`src/design/peu_pkg.sv`:
```
// Shared types, constants and tables for the particle emitter update block.
package peu_pkg;

  localparam int unsigned PARTICLES_DEF        = 64;
  localparam int unsigned FRAMES_PER_COLOR_DEF = 30;
  localparam int unsigned COLOR_BANDS          = 12;
  localparam logic [14:0] GRAVITY_Q12          = 15'd28127;
  localparam logic [6:0]  BUDGET_MAX           = 7'd127;
  localparam logic [23:0] ELAPSED_MAX          = 24'hFFFFFF;

  localparam logic [1:0] REG_EMITTER_X = 2'd0;
  localparam logic [1:0] REG_EMITTER_Y = 2'd1;
  localparam logic [1:0] REG_EMITTER_Z = 2'd2;
  localparam logic [1:0] REG_RUNNING   = 2'd3;

  typedef enum logic [3:0] {
    ST_IDLE,
    ST_READ,
    ST_SQRT,
    ST_DIV_X,
    ST_DIV_Y,
    ST_DIV_Z,
    ST_MUL_A,
    ST_MUL_B,
    ST_SUM,
    ST_DONE
  } peu_state_t;

  typedef struct packed {
    logic load;
    logic mem_read;
    logic sqrt_start;
    logic sqrt_step;
    logic div_start;
    logic [1:0] div_axis;
    logic div_step;
    logic mul_a;
    logic mul_b;
    logic sum;
    logic finish;
  } peu_cmd_t;

  typedef struct packed {
    logic slot_ok;
    logic spawn;
    logic zero_dir;
    logic sqrt_done;
    logic div_done;
  } peu_status_t;

  function automatic logic [23:0] band_color(input logic [3:0] band);
    case (band)
      4'd0:    band_color = {8'd254, 8'd247, 8'd237};
      4'd1:    band_color = {8'd251, 8'd238, 8'd219};
      4'd2:    band_color = {8'd255, 8'd236, 8'd178};
      4'd3:    band_color = {8'd249, 8'd226, 8'd146};
      4'd4:    band_color = {8'd249, 8'd206, 8'd104};
      4'd5:    band_color = {8'd239, 8'd137, 8'd65};
      4'd6:    band_color = {8'd231, 8'd95, 8'd46};
      4'd7:    band_color = {8'd229, 8'd71, 8'd36};
      4'd8:    band_color = {8'd202, 8'd56, 8'd33};
      4'd9:    band_color = {8'd157, 8'd32, 8'd28};
      4'd10:   band_color = {8'd98, 8'd20, 8'd18};
      4'd11:   band_color = {8'd66, 8'd18, 8'd16};
      default: band_color = 24'd0;
    endcase
  endfunction

  function automatic logic signed [23:0] sat24(input logic signed [49:0] v);
    if (v > 50'sd8388607) sat24 = 24'sh7FFFFF;
    else if (v < -50'sd8388608) sat24 = 24'sh800000;
    else sat24 = v[23:0];
  endfunction

endpackage

```
`src/design/peu_ctrl.sv`:
```
// Controller state machine for the particle emitter update block.
module peu_ctrl (
  input  logic                 clk,
  input  logic                 rst,
  input  logic                 start,
  input  logic                 running,
  input  peu_pkg::peu_status_t status,
  output peu_pkg::peu_cmd_t    cmd,
  output logic                 busy
);
  import peu_pkg::*;

  peu_state_t state, state_next;
  logic [1:0] axis, axis_next;

  always_ff @(posedge clk) begin
    if (rst) begin
      state <= ST_IDLE;
      axis  <= 2'd0;
    end else begin
      state <= state_next;
      axis  <= axis_next;
    end
  end

  always_comb begin
    state_next = state;
    axis_next  = axis;
    case (state)
      ST_IDLE: if (start && running) state_next = ST_READ;
      ST_READ: begin
        if (!status.slot_ok) state_next = ST_IDLE;
        else if (status.spawn && !status.zero_dir) state_next = ST_SQRT;
        else state_next = ST_MUL_A;
      end
      ST_SQRT: if (status.sqrt_done) begin
        state_next = ST_DIV_X;
        axis_next  = 2'd0;
      end
      ST_DIV_X: if (status.div_done) begin
        if (axis == 2'd2) state_next = ST_MUL_A;
        axis_next = axis + 2'd1;
      end
      ST_MUL_A: state_next = ST_MUL_B;
      ST_MUL_B: state_next = ST_SUM;
      ST_SUM:   state_next = ST_DONE;
      ST_DONE:  state_next = ST_IDLE;
      default:  state_next = ST_IDLE;
    endcase
  end

  always_comb begin
    cmd = '0;
    cmd.div_axis = axis;
    case (state)
      ST_IDLE: cmd.load = start && running;
      ST_READ: begin
        cmd.mem_read   = 1'b1;
        cmd.sqrt_start = status.slot_ok && status.spawn && !status.zero_dir;
      end
      ST_SQRT: begin
        cmd.sqrt_step = !status.sqrt_done;
        cmd.div_start = status.sqrt_done;
        cmd.div_axis  = 2'd0;
      end
      ST_DIV_X: begin
        cmd.div_step  = !status.div_done;
        cmd.div_start = status.div_done && axis != 2'd2;
        cmd.div_axis  = status.div_done ? axis + 2'd1 : axis;
      end
      ST_MUL_A: cmd.mul_a  = 1'b1;
      ST_MUL_B: cmd.mul_b  = 1'b1;
      ST_SUM:   cmd.sum    = 1'b1;
      ST_DONE:  cmd.finish = 1'b1;
      default: ;
    endcase
  end

  assign busy = state != ST_IDLE;
endmodule

```
`config.mk`:
```
export PLATFORM = sky130hd
export DESIGN_NAME = peu_ctrl
export DESIGN_NICKNAME = d
export VERILOG_FILES = /design/src/design/peu_pkg.sv /design/src/design/peu_ctrl.sv
export SDC_FILE = /design/constraint.sdc
export NUM_CORES = 1
export LEC_CHECK = 0
export BUFFER_PORTS_ARGS = -buffer_cell sky130_fd_sc_hd__buf_4
export CELL_PAD_IN_SITES_DETAIL_PLACEMENT = 1
export CELL_PAD_IN_SITES_GLOBAL_PLACEMENT = 1
export CORE_ASPECT_RATIO = 0.75
export CORE_MARGIN = 10
export CORE_UTILIZATION = 28
export DETAILED_ROUTE_END_ITERATION = 8
export HOLD_SLACK_MARGIN = 0.02
export PLACE_DENSITY = 0.77
export SLEW_MARGIN = 25
export SYNTH_ARGS = -nofsm -noshare
export SYNTH_HDL_FRONTEND = slang
export SYNTH_SLANG_ARGS = --single-unit
export TNS_END_PERCENT = 30
```
`constraint.sdc`:
```
create_clock -name clk -period 1.1 [get_ports clk]
set_input_delay 0.11 -clock clk [delete_from_list [all_inputs] [get_ports clk]]
set_output_delay 0.11 -clock clk [all_outputs]
set_load 0.01 [all_outputs]
```
==> run summary, run 1 <==
Final setup viols - 18
final setup TNS - -5.33 ns
ANT cells - 0
Fmax - 0.615 GHz
clock latency on the worst-skew pair - 0.27 ns
failing checks - setup timing
R2R depth - 5
crit-path max FO - 6
Remaining Overflow, GRT - 0
Fin. Hold Viols - 0
max incr delay on CP - 0.44 ns
R2R setup slack - -0.27 ns
# IOs - 22
maximum VDD drop - 0.477 mV
DRT antenna net count - 0
register area share after synthesis - 23.1%
final instance area - 0.00102 mm²
vias per cell - 5.20
NumNets Final - 117
Clock Skews - 0.0166 ns
vias in the first global route - 664
area grow syn2layout - 95.7%
Initial Utilization - 29.8%
total number of vias - 661
final WL - 2670 µm
CP Cell Sequence - or3b_4, o21ai_1, a22o_1, buf_4
Port Buffer Count - 21
post-synth top area cell - dfxtp_1
Vert. Die Dim - 57.3 µm
Slew @ Worst Pin - 0.323 ns
CTS Buffer Depth - 2
Syn Inst Count - 68
synthesized flop and latch total - 6
Critical R2R Launch - state[2]
CP Class - reg -> out
post-synthesis cell area - 519 µm²
element type at the critical path end - output pin
status - finished, violations left
first-pass GRT wire length - 3510 µm
Worst EP required - 0.99 ns
final worst setup slack - -0.526 ns
r2r endpoint - state[0]
Final Max Tran Viols - 0
Setup WS pre-CTS - -0.176 ns
RSZ-0062 raised after global routing - yes
Core Area - 0.00174 mm²
layout cells sized above 1 - 70.5%
Setup crit end - cmd[5]
initial antenna violation count - 0
Critical Path Stages - 4
Overall Global Routing Usage - 11.2%
die area - 0.00399 mm²
Leakage - 0.451 nW
drt wl/cell - 21.1 µm
Initial DRC Count - 23
DR pass1 iterations - 4
DRC violations left - 0
Cell Pwr Density - 692 mW/mm²
Slowest cell on crit path - or3b_4
Rows - 13
final worst path period need - 1.63 ns
total CTS buffers - 3
max-cap viol count - 0
Buf/Inv on CP - 1
dominant cells by area after synthesis - dfxtp_1, nand3b_1, nand2b_1, a21oi_1, nand2_1
Root Buffer - clkbuf_4
CTS H-tree lvls - 1
Arr. time, crit path - 1.52 ns
CTS tree - built
critical path launch point - state[2]
Clk pin slew, worst setup/hold paths - 0.06 ns
Slew HR - 78.5%
GP Congestion - 0.749
hpwl dp - 1450 µm
top cell type's share of synthesized area - 23.1%
Top delay family on crit path - simple AND/OR/NAND/NOR gates
WHS - 0.0754 ns
most frequent cells in the layout - buf_4, buf_6, nand3b_1, dfxtp_2, a21oi_1
Die Wd - 69.7 µm
CTS sink cnt - 6
area post-placement - 783 µm²
largest net degree at the start of global routing - 12
Cell variety after synth - 33
commonest non-fill, non-tap cell in the layout - buf_4
Synth Net Count - 78
syn_area_per_cell - 7.64 µm²
CTS Hold Bufs - 0
CP Launch Type - register
Ys Warns - 0
Hold WC Path Type - in -> reg
fin crit share - 148%
==> report_power, final <==
part	internal, mW	leakage [nW]	switching [mW]	total (mW)
registers	0.225	0.0510	0.0102	0.235
clock network	0.125	0.0138	0.105	0.230
logic	0.122	0.386	0.115	0.238
==> synth_stat cells <==
master     count
a2111oi_0      1
a2111oi_2      1
a211o_1        1
a211oi_1       1
a21oi_1        5
a21oi_2        1
a22o_1         2
a2bb2oi_1      1
and3_1         2
and4bb_2       1
buf_2          3
buf_6          1
clkbuf_1       3
dfxtp_1        6
ha_1           1
inv_1          4
mux2_4         1
mux2i_1        1
nand2_1        5
nand2b_1       5
nand3_1        1
nand3b_1       5
nor2_1         3
nor2b_1        1
nor3_1         3
nor4_1         1
o21ai_0        2
o21ai_1        1
o22ai_1        1
or2_2          1
or2b_1         1
or3b_1         1
xor2_1         1
==> what timing repair did <==
item                                    4_1_cts  5_1_grt
pin swaps                                     8        7
resized for setup                            19       21
setup buffers                                 3        4
gates cloned                                  0        1
endpoints found under the setup margin       18       19
==> how the worst min path moves through the flow <==
stage | startpoint | endpoint | slack, ns | cells past startpoint
6_report | rst | state[3] | 0.08 | 2
5_1_grt | rst | state[3] | 0.06 | 2
4_1_cts | rst | state[0] | 0.06 | 2
3_5_place_dp | rst | state[0] | 0.34 | 2
3_3_place_gp | rst | state[0] | 0.34 | 2
2_1_floorplan | rst | axis[0] | 0.17 | 1
==> layer usage <==
metal	routed length [µm]	vias to the layer above	GRT usage, %
met2	1360	14	18.8
met4	36	0	5.06
met1	1160	325	12.5
met5	0	-	0
li1	-	317	-
met3	117	5	4.32
==> per-stage QoR <==
step                      total power [mW]  utilization, %  instances
after CTS                            0.653            51.5        122
after detailed placement             0.404            45.0        116
final                                0.703            58.4        127
after floorplan                      0.318               -         68
after global placement               0.397            45.0        116
after global routing                 0.754            58.4        127
==> state kept, by name (all words and copies together) (netlist names) <==
name	count
axis	2
state	4
==> final cells by class <==
class | count | area, µm²
Fill cell | 203 | 724
Multi-Input combinational cell | 51 | 474
Timing Repair Buffer | 41 | 350
Sequential cell | 6 | 126
Tap cell | 22 | 27.5
Clock buffer | 3 | 22.5
Inverter | 4 | 15.0
==> logic make-up after synthesis <==
group | synth area share [%]
simple gates | 34.5
compound gates | 23.4
buf+inv | 10.1
flops | 23.1
mux | 4.82
xor+xnor | 1.69
fa+ha+maj | 2.41
Note: power is estimated with default switching activity, not from simulation.
==> inputs of run 2 (changes only) <==
- CORE_ASPECT_RATIO: 0.75 -> default
- CORE_MARGIN: 10 -> default
- CORE_UTILIZATION: 28 -> 33
- PLACE_DENSITY: 0.77 -> 0.84
- clock period: 1.1 -> 2 ns (I/O delays scaled with it)
==> run 2 against run 1 <==
The flow now finishes without violations. Global-route usage up 6.7 points. Die area down 57%. Clock skew down 0.0095 ns. Highest routed layer unchanged.
==> run summary, run 2 (synthesis gave the netlist of run 1 again) <==
status - finished clean
max reg flops - 4
Port Buffer Count - 21
Arr. time, crit path - 1.62 ns
layout cells sized above 1 - 36.0%
critical path launch point - state[2]
Slew HR - 74.0%
maximum VDD drop - 0.331 mV
Setup WS pre-CTS - 0.328 ns
area grow syn2layout - 32.8%
drt wl/cell - 14.7 µm
commonest non-fill, non-tap cell in the layout - buf_4
CTS Buffer Depth - 2
Vert. Die Dim - 41.7 µm
DR pass1 iterations - 4
Initial Utilization - 37.6%
Final Max Tran Viols - 0
max-cap viol count - 0
CTS Hold Bufs - 0
largest net degree at the start of global routing - 13
ANT cells - 0
element type at the critical path end - output pin
final setup TNS - 0 ns
clock latency on the worst-skew pair - 0.24 ns
GP Congestion - 0.738
placed cells - 98
CTS H-tree lvls - 1
CTS sink cnt - 6
Hold WC Path Type - in -> reg
Rows - 13
R2R setup slack - 0.58 ns
RSZ-0062 raised after global routing - no
Overall Global Routing Usage - 17.9%
initial antenna violation count - 0
Clk pin slew, worst setup/hold paths - 0.05 ns
Core Area - 0.00138 mm²
R2R depth - 4
Final setup viols - 0
Fin. Hold Viols - 0
Cell Pwr Density - 462 mW/mm²
DRT antenna net count - 0
Setup crit end - cmd[6]
postcts setup bufs - 0
Critical R2R Launch - state[0]
Clock Skews - 0.00714 ns
final worst setup slack - 0.184 ns
Biggest register - state
hpwl dp - 1160 µm
final worst path period need - 1.82 ns
final WL - 1480 µm
Worst EP required - 1.80 ns
vias in the first global route - 580
vias per cell - 5.50
DRC violations left - 0
Slew @ Worst Pin - 0.390 ns
r2r endpoint - state[2]
CP Launch Type - register
total number of vias - 556
NumNets Final - 98
die area - 0.00174 mm²
# IOs - 22
Final Non-Filler Cells - 101
Fmax - 0.551 GHz
Initial DRC Count - 2
Root Buffer - clkbuf_4
CTS tree - built
WHS - 0.167 ns
CP Class - reg -> out
first-pass GRT wire length - 2420 µm
top flop regs - state (4), axis (2)
crit-path max FO - 11
total CTS buffers - 3
fin crit share - 90.8%
Leakage - 0.310 nW
Remaining Overflow, GRT - 0
Die Wd - 41.7 µm
-- run 2: cell types whose count changed in the layout (fill, tap and decap cells not counted), moves of 3 or more --
| cell | before | now |
|---|---|---|
| nor2_1 | 0 | 3 |
| buf_4 | 29 | 22 |
| dfxtp_1 | 1 | 5 |
| dfxtp_2 | 5 | 1 |
| nor3_1 | 0 | 3 |
| buf_6 | 10 | 0 |
-- run 2: worst min path at each step --
stage | startpoint | cells after the start | end | slack (ns)
3_3_place_gp | rst | 2 | state[0] | 0.42
5_1_grt | rst | 2 | state[0] | 0.16
2_1_floorplan | rst | 1 | state[0] | 0.26
3_5_place_dp | rst | 2 | state[0] | 0.42
6_report | rst | 2 | state[0] | 0.17
4_1_cts | rst | 2 | state[0] | 0.16
-- run 2: critical path, cell delays in order, from the launching register on --
cell and delay [ns]:
dfxtp_1 0.40, or3b_1 0.52, o22ai_1 0.18, a22o_1 0.15, buf_4 0.11
-- run 2: per-stage QoR --
step / util, % / total power [mW] / area [µm²]
final: 49.9 / 0.318 / 689
after global routing: 49.9 / 0.340 / 689
after CTS: 49.8 / 0.325 / 688
after detailed placement: 48.1 / 0.207 / 666
after global placement: 48.1 / 0.204 / 666
after floorplan: - / 0.173 / 519
-- run 2: metal layers --
layer  vias up  global-route usage, %  share of wire (%)
li1        278                      -                  -
met1       260                   19.6                 44
met2        16                   33.4                 52
met3         2                   3.91                3.4
met4         0                   5.81               0.54
met5         -                      0                  0
-- run 2: what timing repair did --
item                                   CTS  global route
setup endpoints to repair                0             2
endpoints found under the hold margin    0             0
resized for setup                        0             1
-- run 2: final cells by class --
cell class / instances / area [µm²]
flip-flops and latches: 6 / 121
multi-input cells: 51 / 347
fillers: 184 / 693
clock buffers: 3 / 22.5
repair buffers: 22 / 165
inverters: 4 / 15.0
well taps: 15 / 18.8
-- run 2: power by group --
| group | total [mW] | internal (mW) | switching [mW] |
|---|---|---|---|
| sequential | 0.132 | 0.123 | 0.00862 |
| clock | 0.114 | 0.0681 | 0.0461 |
| combinational | 0.0722 | 0.0376 | 0.0346 |
| total | 0.318 | 0.229 | 0.0893 |
